### src/rtl/core/hs3d_pkg.sv
// Shared types and codes for the 3D heat stencil block.
`default_nettype none
package hs3d_pkg;

    localparam int DATA_W = 32;

    // Item kinds
    localparam logic [1:0] KIND_WRITE = 2'd0;
    localparam logic [1:0] KIND_STEP  = 2'd1;
    localparam logic [1:0] KIND_READ  = 2'd2;

    // Configuration register indexes
    localparam logic [2:0] CFG_SIZE_X = 3'd0;
    localparam logic [2:0] CFG_SIZE_Y = 3'd1;
    localparam logic [2:0] CFG_SIZE_Z = 3'd2;
    localparam logic [2:0] CFG_SRC_X  = 3'd3;
    localparam logic [2:0] CFG_SRC_Y  = 3'd4;
    localparam logic [2:0] CFG_SRC_Z  = 3'd5;

    // Stencil tap codes, in fetch order
    localparam logic [2:0] TAP_CENTER = 3'd0;
    localparam logic [2:0] TAP_XM     = 3'd1;
    localparam logic [2:0] TAP_XP     = 3'd2;
    localparam logic [2:0] TAP_YM     = 3'd3;
    localparam logic [2:0] TAP_YP     = 3'd4;
    localparam logic [2:0] TAP_ZM     = 3'd5;
    localparam logic [2:0] TAP_ZP     = 3'd6;
    localparam logic [2:0] TAP_LAST   = 3'd7;

    // Controller to datapath commands
    typedef struct packed {
        logic       host_wr;
        logic       host_rd;
        logic       step_init;
        logic       rd_en;
        logic [2:0] rd_sel;
        logic       acc_en;
        logic       acc_first;
        logic       mul_en;
        logic       wr_en;
        logic       next_cell;
        logic       flip;
    } t_cmd;

endpackage
`default_nettype wire

### src/rtl/core/hs3d_ctrl.sv
// Sequencer for host transfers and the stencil sweep.
`default_nettype none
module hs3d_ctrl (
    input  wire              i_clk,
    input  wire              i_rst_n,
    input  wire              i_start,
    input  wire  [1:0]       i_kind,
    input  wire              i_last_cell,
    output logic             o_busy,
    output hs3d_pkg::t_cmd   o_cmd
);
    import hs3d_pkg::*;

    typedef enum logic [1:0] {S_IDLE, S_TAP, S_MUL, S_WRITE} t_state;

    t_state     r_state;
    logic [2:0] r_tap;
    logic       accept;

    assign accept = i_start && (r_state == S_IDLE);
    assign o_busy = (r_state != S_IDLE);

    // Command decode
    always_comb begin
        o_cmd           = '0;
        o_cmd.host_wr   = accept && (i_kind == KIND_WRITE);
        o_cmd.host_rd   = accept && (i_kind == KIND_READ);
        o_cmd.step_init = accept && (i_kind == KIND_STEP);
        o_cmd.rd_sel    = r_tap;
        unique case (r_state)
            S_TAP: begin
                o_cmd.rd_en     = (r_tap != TAP_LAST);
                o_cmd.acc_en    = (r_tap != TAP_CENTER);
                o_cmd.acc_first = (r_tap == TAP_XM);
            end
            S_MUL: o_cmd.mul_en = 1'b1;
            S_WRITE: begin
                o_cmd.wr_en     = 1'b1;
                o_cmd.next_cell = !i_last_cell;
                o_cmd.flip      = i_last_cell;
            end
            default: ;
        endcase
    end

    // State register
    always_ff @(posedge i_clk) begin
        if (!i_rst_n) begin
            r_state <= S_IDLE;
            r_tap   <= TAP_CENTER;
        end else begin
            unique case (r_state)
                S_IDLE: begin
                    if (accept && (i_kind == KIND_STEP)) begin
                        r_state <= S_TAP;
                        r_tap   <= TAP_CENTER;
                    end
                end
                S_TAP: begin
                    if (r_tap == TAP_LAST) begin
                        r_state <= S_MUL;
                    end else begin
                        r_tap <= r_tap + 3'd1;
                    end
                end
                S_MUL: r_state <= S_WRITE;
                S_WRITE: begin
                    r_tap   <= TAP_CENTER;
                    r_state <= i_last_cell ? S_IDLE : S_TAP;
                end
                default: r_state <= S_IDLE;
            endcase
        end
    end

endmodule
`default_nettype wire

### config.mk
export PLATFORM = sky130hd
export DESIGN_NAME = hs3d_ctrl
export DESIGN_NICKNAME = d
export VERILOG_FILES = /design/src/rtl/core/hs3d_pkg.sv /design/src/rtl/core/hs3d_ctrl.sv
export SDC_FILE = /design/constraint.sdc
export NUM_CORES = 1
export LEC_CHECK = 0
export BUFFER_PORTS_ARGS = -buffer_cell sky130_fd_sc_hd__buf_2
export CAP_MARGIN = 20
export CORE_AREA = 2 2 39 41
export CTS_BUF_LIST = sky130_fd_sc_hd__clkbuf_8 sky130_fd_sc_hd__clkbuf_16
export DETAILED_ROUTE_END_ITERATION = 16
export DIE_AREA = 0 0 41 43
export GPL_TIMING_DRIVEN = 0
export PLACE_DENSITY_LB_ADDON = 0.25
export SETUP_SLACK_MARGIN = 0.02
export SYNTH_ARGS = -nofsm -noshare
export SYNTH_HDL_FRONTEND = slang
export SYNTH_SLANG_ARGS = --single-unit
### constraint.sdc
create_clock -name i_clk -period 4.38 [get_ports i_clk]
set_input_delay 0 -clock i_clk [delete_from_list [all_inputs] [get_ports i_clk]]
set_output_delay 0 -clock i_clk [all_outputs]
set_load 0.01 [all_outputs]
Yosys cells after proc, flatten, opt, wreduce, memory -nomap -nowiden --
Cells that the tools add are included.
Storage, ports and cells: register bits 5, input bits 6, output and inout bits 14, word-level logic and storage cells 37
Cells by class: add/sub/neg operators 1, equal/unequal tests 11, mux-type cells 11, reduce and logical (&&, ||, !) cells 12
Operators with widths (number):
- 2-to-1 mux 3 bit | 3
- case mux 3 bit (3 select lines) | 1
- case mux 2 bit (4 select lines) | 1
- equality test 2 bit (second input constant) | 3
- 2-to-1 mux 2 bit | 3
- inequality test 2 bit (second input constant) | 3
- nonzero test 3 bit | 2
- equality test 2 x 1 -> 1 bit (second input constant) | 2
- logical AND 1 bit | 4
- logical NOT 2 bit | 2
- adder 3 x 1 -> 3 bit (second input constant) | 1
- equality test 3 x 1 -> 1 bit (second input constant) | 1
- equality test 3 bit (second input constant) | 1
- 2-to-1 mux 1 bit | 3
- inequality test 3 bit (second input constant) | 1
- AND reduction 3 bit | 1
- AND reduction 2 bit | 1
- nonzero test 2 bit | 1
- logical NOT 1 bit | 1

Depth between registers and ports, before layout --
Gate-level depths: netlist of the first run.
depth in word-level cells 5, mapped depth 6

Least setup slack after synthesis of the first run --
OpenSTA, ideal clock, no wires.
path kind register to register, start register r_tap[0], end register r_state[0], arrival time 1.392 ns, data required time 4.294 ns, path slack 2.902 ns, stages on the path, launching flop included 7, path buffers 0, clock period less this slack 1.478 ns, cells stage by stage dfxtp_1 -> ha_1 -> ha_1 -> and2b_4 -> a21oi_4 -> o21ai_1 -> a221oi_2
On the way: cells in the longest elaborated chain, start to end 3
RTL lines:
- start: declaration | RTL line hs3d_ctrl.sv:17 | logic [2:0] r_tap;
- start signal: assignment | RTL line hs3d_ctrl.sv:63 | r_tap <= r_tap + 3'd1;
- equality test 3 bit | RTL line hs3d_ctrl.sv:60 | if (r_tap == TAP_LAST) begin
- inequality test 2 bit (no source line)
- AND reduction 2 bit (no source line)
- end signal: assignment | RTL line hs3d_ctrl.sv:69 | r_state <= i_last_cell ? S_IDLE : S_TAP;
- end: declaration | RTL line hs3d_ctrl.sv:16 | t_state r_state;
Every way passes these cells. A chain may end at the register's enable or synchronous reset.

Worst setup path in the final report of the first run --
start register r_state[1], end register r_state[0]
On the way: cells in the longest elaborated chain, start to end 5, elaborated cells on any way between the ends 10
RTL lines:
- logical NOT 2 bit | RTL line hs3d_ctrl.sv:20, hs3d_ctrl.sv:52
- logical AND 1 bit | RTL line hs3d_ctrl.sv:20 | assign accept = i_start && (r_state == S_IDLE);
- logical AND 1 bit | RTL line hs3d_ctrl.sv:54 | if (accept && (i_kind == KIND_STEP)) begin
- inequality test 2 bit (no source line)
- AND reduction 2 bit (no source line)
Several ways; a longest one is shown, not always the timed one.

==> impl_results.md, run 1 <==
- Drt drc: 0
- Number of levels the H-tree was split into: 1
- Iteration-0 DRC Markers: 5
- Internal power consumption: 0.000191 W
- Critical Path End Type: flop
- Proportion of power drawn by flip-flops and latches: 20.5%
- Pre-antenna DRT Iters: 2
- Final Hold Violating Endpoints: 0
- Floorplan core area: 1380 sq um
- Count of buffers added by post-CTS timing repair for setup: 0
- Highest cell delay on the worst timing path: slightly below 400 ps
- Cell type of the slowest stage on the worst timing path: sky130_fd_sc_hd__dfxtp_1
- Source-to-sink clock delay at the later pin of the worst-skew pair: around 210 ps
- Detailed placer's ending HPWL: between 600 and 700 um
- Cell count after synthesis: between 40 and 50
- Net switching share of the total power: between 40% and 50%
- Y dimension of the die: 43 um
- Max_slew headroom: between 70 and 80%
- Layout cells sized above 1: 40.3%
- Post-synthesis sequential area ratio: 22.7%
- Maximum clock frequency: 0.644 GHz
- Number of buffers created by CTS: 3
- Min-Delay Path Class: in -> reg
- Starting Density: 31.9%
- Wire length reported by the detailed router: 800 um
- Overall Power: roughly 0.00032 W
- Wire length of the first global-routing pass: about 1200 um
- Power density over the cells: 529 nW/um^2
- Total number of vias: 398
- Library cell with the largest summed area after synthesis: sky130_fd_sc_hd__ha_1
- Layout fillers: 141
- Startpoint Class: flop
- Unrepaired setup endpoints after global routing: no
- Full die area: roughly 1800 sq um
- Number of max-cap violations: 0
- Clock transition at the register clock pins on the worst setup and hold paths after CTS: 30 ps
- Overall global routing resource usage: between 10 and 15%
- Quantity of hold-fixing buffers added after cts: 0
- Post-route ant nets: 0
- Crit path cell chain: inv_1 > ha_1 > and2b_4 > a21oi_4 > o21ai_1 > a221oi_2
- Largest vdd supply drop: 0.267 mV
- # setup viols final: 0
- Maximum number of pins on one net before global-route repair: 8
- Net switching component of the power: about 0.00013 W
- Count of buffering cells on the critical path with inverters included: 1
- Cell family with most CP delay: compound AO/OA/AOI/OAI gates
- Arr. time, crit path: 1680 ps
- Number of global-route vias before repair: 348
- Clock root buffer master: sky130_fd_sc_hd__clkbuf_8
- Clock period minus final worst setup slack: between 1500 and 2000 ps
- GR Overflow Total: 0
- Slew at the pin closest to its max-slew limit: ~330 ps
- Number of antenna repair diodes: 0
- Combinational group share of total power: 54.6%
- Maximum fanout along the worst path: 7
- Number of instances resized during post-cts repair: 0
- NumNets Final: 83
- Post-route setup TNS: 0 ps
- Non-filler cells, final: 83
- CTS tree: yes
- Number of distinct standard cells referenced by the synthesized netlist: 20
- Gpl congestion: 0.767
- I/O pin total: 20
- Area overhead of the layout relative to synthesis: 36.3%
- Run status: complete, no violations
- Buffers from clock root to sink, at most: 2
- Synthesized area divided by synthesized cell count: about 10 sq um
- Period utilization: 35.4%
- Final Max Slew Viols: 0
- Standard-cell rows: 14
- Number of vias per cell after detailed routing: 4.80
- Clock power share: 25.0%
- Share of the synthesized area in the top cell type: approximately a quarter
- Post-Synthesis Net Count: a little under 60
- Buffers on Ports: 19
- # clock sinks: 5
- Clock skew: 1.34 ps
- Ys Warns: 0
- Critical path data required time: 4510 ps
- Register bit total from synthesis: 5
- Reg2Reg Setup Slack: between 2000 and 3000 ps
- Cell total after placement: 79
- Critical Setup Path Class: reg -> reg
- Number of antenna violations at the first check in global routing: 0
- Post-Synthesis Cell Area: 442 sq um
- Worst hold slack after final layout: 83.8 ps
- Leakage: 0.317 nW
- Routed wire per std cell: 9.64 um
- Die width: ~41 um
- Synth area leaders: sky130_fd_sc_hd__ha_1 (25%), sky130_fd_sc_hd__dfxtp_1 (23%), sky130_fd_sc_hd__a221oi_4 (5.9%), sky130_fd_sc_hd__inv_1 (5.9%), sky130_fd_sc_hd__o31ai_1 (5.1%)
## cells in the mapped netlist
library cell,count
sky130_fd_sc_hd__a21boi_0,1
sky130_fd_sc_hd__a21oi_4,1
sky130_fd_sc_hd__a221oi_2,1
sky130_fd_sc_hd__a221oi_4,1
sky130_fd_sc_hd__and2_1,1
sky130_fd_sc_hd__and2b_4,1
sky130_fd_sc_hd__and3_1,1
sky130_fd_sc_hd__dfxtp_1,5
sky130_fd_sc_hd__ha_1,9
sky130_fd_sc_hd__inv_1,7
sky130_fd_sc_hd__mux2i_1,1
sky130_fd_sc_hd__nand2_1,1
sky130_fd_sc_hd__nand3b_4,1
sky130_fd_sc_hd__nand4_1,3
sky130_fd_sc_hd__nor2_1,1
sky130_fd_sc_hd__nor2b_1,1
sky130_fd_sc_hd__nor3_1,2
sky130_fd_sc_hd__nor3b_1,2
sky130_fd_sc_hd__o21ai_1,1
sky130_fd_sc_hd__o31ai_1,3
## area by class of cell
cell class | count | area, sq um | area share [%]
tap | 16 | 20.0 | 3.33
timing repair buffer | 19 | 95.1 | 15.8
inverter | 7 | 26.3 | 4.37
sequential | 5 | 100 | 16.6
multi-input combinational | 32 | 315 | 52.4
clock inverter | 1 | 3.75 | 0.624
clock buffer | 3 | 41.3 | 6.86
## power by group through the flow
stage	clock [W]	sequential [W]	combinational, W
after floorplan	0	0.0000645	0.000135
after global placement	0	0.0000653	0.000173
after detailed placement	0	0.0000659	0.000176
after CTS	0.0000821	0.0000653	0.000176
after global routing	0.0000862	0.0000664	0.000193
final	0.0000795	0.0000653	0.000174
## stage by stage
| stage | setup WS [ps] | util, % | cell area [sq um] |
|---|---|---|---|
| 4_1_cts | 2810 | 43.5 | 602 |
| 3_3_place_gp | 2830 | 40.2 | 557 |
| 5_1_grt | 2720 | 43.5 | 602 |
| 2_1_floorplan | 2900 | - | 442 |
| 3_5_place_dp | 2820 | 40.2 | 557 |
| 6_report | 2830 | 43.5 | 602 |
## registers in the layout, summed over array words and instances (netlist names)
signal	count
r_tap	3
r_state	2
## worst paths after layout
check / start / end / cells after the start
setup reg to reg: r_state[1] / r_state[0] / 6
setup / recovery: r_state[1] / r_state[0] / 6
hold / removal: i_rst_n / r_tap[0] / 3
hold reg to reg: r_tap[2] / r_tap[2] / 2
## per-layer routing
metal	vias to the layer above	routed length [um]	GRT usage, %
met5	-	0	0
met4	0	0	6.00
met3	0	45	3.14
met2	10	414	16.6
met1	185	340	10.4
li1	203	-	-
## kinds of logic (layout without fill, tap and decap cells)
kind of cell / Yosys count / after routing / share of synthesized area (%)
adders and majority gates: 9 / 9 / 25.5
muxes: 1 / 1 / 2.27
buffers and inverters: 7 / 30 / 5.95
DFF: 5 / 5 / 22.7
AOI/OAI and AO/OA: 8 / 8 / 21.0
and+or+nand+nor: 14 / 14 / 22.7
## worst reg2reg max path, stage by stage (launching register included)
cell and delay [ps]:
sky130_fd_sc_hd__dfxtp_1 390, sky130_fd_sc_hd__inv_1 100, sky130_fd_sc_hd__ha_1 300, sky130_fd_sc_hd__and2b_4 220, sky130_fd_sc_hd__a21oi_4 140, sky130_fd_sc_hd__o21ai_1 100
sky130_fd_sc_hd__a221oi_2 210
## cells in the final DEF (no fill, tap or decap), types with 2 or more instances in the layout
cell type	n
sky130_fd_sc_hd__inv_1	8
sky130_fd_sc_hd__buf_2	19
sky130_fd_sc_hd__o31ai_1	3
sky130_fd_sc_hd__dfxtp_1	5
sky130_fd_sc_hd__clkbuf_8	3
sky130_fd_sc_hd__nor3b_1	2
sky130_fd_sc_hd__nand4_1	3
sky130_fd_sc_hd__ha_1	9
sky130_fd_sc_hd__nor3_1	2
Power figures use the tool's default switching activity.
==> run 2: changes to the inputs <==
- ABC_AREA: not set -> 1
- CORE_AREA: 2 2 39 41 -> not set
- CORE_MARGIN: not set -> 2
- CORE_UTILIZATION: not set -> 35
- DIE_AREA: 0 0 41 43 -> not set
- clock period: 4.38 -> 1.5 ns (I/O delays scaled with it)
==> impl_results.md, run 2 <==
- Number of levels the H-tree was split into: 1
- Register bit total from synthesis: 5
- Commonest cells after routing, fill and taps aside: sky130_fd_sc_hd__buf_2 (19), sky130_fd_sc_hd__nand2_1 (15), sky130_fd_sc_hd__inv_1 (14)
- Maximum clock frequency: 0.722 GHz
- Critical path data required time: 1500 ps
- Total number of vias: 457
- Number of distinct standard cells referenced by the synthesized netlist: 12
- Number of enable-type register cells in the synthesized netlist: 0
- Power density over the cells: between 1500 and 2000 nW/um^2
- Clock transition at the register clock pins on the worst setup and hold paths after CTS: 30 ps
- Layout fillers: approximately 110
- Pre-antenna DRT Iters: 4
- Arr. time, crit path: ~1400 ps
- Post-synthesis sequential area ratio: a little over a fifth
- Min-Delay Path Class: in -> reg
- Layout cells sized above 1: between 30% and 40%
- Leading cell type in the layout, fill and taps excluded: sky130_fd_sc_hd__buf_2
- Critical Path End Type: output pin
- Post-route ant nets: 0
- Unrepaired setup endpoints after global routing: no
- Source-to-sink clock delay at the later pin of the worst-skew pair: 210 ps
- Clock skew: 0.724 ps
- Final core utilization: a little over half
- Leading register cell type out of synthesis: sky130_fd_sc_hd__dfxtp_1
- Buffers on Ports: 19
- Post-route setup TNS: 0 ps
- Wire length reported by the detailed router: 845 um
- Share of the synthesized area in the top cell type: ~25%
- Starting Density: 39.4%
- Count of buffers added by post-CTS timing repair for setup: 0
- Library cell with the largest summed area after synthesis: sky130_fd_sc_hd__ha_1
- Largest registers: r_tap x3, r_state x2
- Final Max Slew Viols: 0
- Proportion of register bits with asynchronous set or reset after synthesis: 0%
- Number of cells on the worst reg-to-reg path: 7
- Standard-cell rows: 12
- Wire length of the first global-routing pass: 1340 um
- Slew at the pin closest to its max-slew limit: 246 ps
- Drt drc: 0
- Cell count after synthesis: a little over 70
- Full die area: ~1600 sq um
- Top reg by flops: r_tap
- Clock root buffer master: sky130_fd_sc_hd__clkbuf_8
- Placed cell area: 568 sq um
- Endpoint of the worst register-to-register path: r_tap[0]
- Overall global routing resource usage: between 10% and 20%
- Max reg flops: 3
- Startpoint Class: flop
- Number of vias per cell after detailed routing: 4.23
- Die width: 40.1 um
- Iteration-0 DRC Markers: 6
- # setup viols final: 0
- Buffers from clock root to sink, at most: 2
- CTS tree: yes
- Worst hold slack after final layout: 47.9 ps
- Largest vdd supply drop: about 0.77 mV
- Post-Synthesis Net Count: 86
- Run status: complete, no violations
- Area overhead of the layout relative to synthesis: 38.5%
- Ys Warns: 0
- Y dimension of the die: 40.1 um
- Number of antenna violations at the first check in global routing: 0
- Max_slew headroom: 83.6%
- Post-Synthesis Cell Area: 455 sq um
- Worst R2R Start: r_tap[0]
- # clock sinks: 5
- Clock period minus final worst setup slack: between 1000 and 1500 ps
- Most frequent cell after synthesis: sky130_fd_sc_hd__nand2_1
- Worst Hold Launch: i_rst_n
- Critical Setup Path Class: reg -> out
- Gpl congestion: 0.684
- Synth area leaders: sky130_fd_sc_hd__ha_1 (25%), sky130_fd_sc_hd__dfxtp_1 (22%), sky130_fd_sc_hd__nand2_1 (12%), sky130_fd_sc_hd__inv_1 (12%), sky130_fd_sc_hd__nor2_1 (9.9%)
- Detailed placer's ending HPWL: ~700 um
- NumNets Final: 110
- Final Hold Violating Endpoints: 0
- Synth cell count leaders: sky130_fd_sc_hd__nand2_1 (15), sky130_fd_sc_hd__inv_1 (14), sky130_fd_sc_hd__nor2_1 (12), sky130_fd_sc_hd__ha_1 (9), sky130_fd_sc_hd__a21oi_1 (6)
- Hold Crit Endpoint: r_state[0]
- Reg2Reg Setup Slack: 160 ps
- Synthesized area divided by synthesized cell count: 6.41 sq um
- Floorplan core area: 1160 sq um
- Final non-filler cell area: 631 sq um
- GR Overflow Total: 0
- Period utilization: 92.4%
- Worst Hold Depth: 3
- Maximum fanout along the worst path: 5
- Number of global-route vias before repair: 357
- Number of buffers created by CTS: 3
- Maximum number of pins on one net before global-route repair: 10
- Number of antenna repair diodes: 0
- Routed wire per std cell: 7.82 um
- I/O pin total: 20
- Leakage: 0.401 nW
- Number of max-cap violations: 0
run 2: what timing repair did:
action                                  CTS  global route
hold buffers                              0             0
endpoints found under the setup margin    0             7
resized for setup                         0             8
run 2: worst max-delay path by stage:
| stage | from | end | slack, ps |
|---|---|---|---|
| finish | r_tap[0] | o_cmd[9] | 110 |
| CTS | r_tap[0] | r_tap[0] | 30 |
| floorplan | r_tap[0] | r_tap[0] | 130 |
| detailed placement | r_tap[0] | r_tap[0] | 50 |
| global route | r_tap[0] | o_cmd[9] | 40 |
| global placement | r_state[1] | r_tap[0] | 70 |
run 2: critical path: stages, from the launching register on:
cell,delay [ps]
sky130_fd_sc_hd__dfxtp_2,330
sky130_fd_sc_hd__ha_1,200
sky130_fd_sc_hd__ha_1,200
sky130_fd_sc_hd__or2_4,270
sky130_fd_sc_hd__inv_1,50
sky130_fd_sc_hd__buf_2,110
run 2: kinds of logic (layout without fill, tap and decap cells):
family | count (synthesis) | after routing | share of synthesized area, %
AND/OR/NAND/NOR | 36 | 36 | 34.3
buffers and inverters | 15 | 38 | 12.4
adder cells (fa/ha/maj) | 9 | 9 | 24.7
AO/OA/AOI/OAI | 6 | 6 | 6.59
flip-flops | 5 | 5 | 22.0
run 2: metrics by stage:
| step | cells | setup WS, ps | total power [W] |
|---|---|---|---|
| after CTS | 108 | 26.5 | 0.00108 |
| final | 108 | 114 | 0.00110 |
| after global routing | 108 | 37.6 | 0.00124 |
| after floorplan | 71 | 133 | 0.000673 |
| after global placement | 104 | 66.2 | 0.000833 |
| after detailed placement | 104 | 47.1 | 0.000840 |
run 2: routing by layer:
layer / track usage [%] / routed length (um)
met3: 3.89 / 59
met2: 21.4 / 378
met5: 0 / 0
met4: 10.3 / 0
met1: 13.6 / 407
run 2: cell type report:
class                           instances  area, sq um  area share (%)
Timing Repair Buffer                   19         95.1            15.1
Sequential cell                         5          104            16.5
Multi-Input combinational cell         51          313            49.6
Tap cell                               14         17.5            2.78
Inverter                               15         56.3            8.93
Clock inverter                          1         3.75           0.595
Clock buffer                            3         41.3            6.55
run 2: report_power, final:
part / internal (W) / total, W / switching [W]
clock network: 0.000175 / 0.000233 / 0.0000587
logic: 0.000256 / 0.000607 / 0.000351
registers: 0.000195 / 0.000261 / 0.0000659
total: 0.000626 / 0.00110 / 0.000476
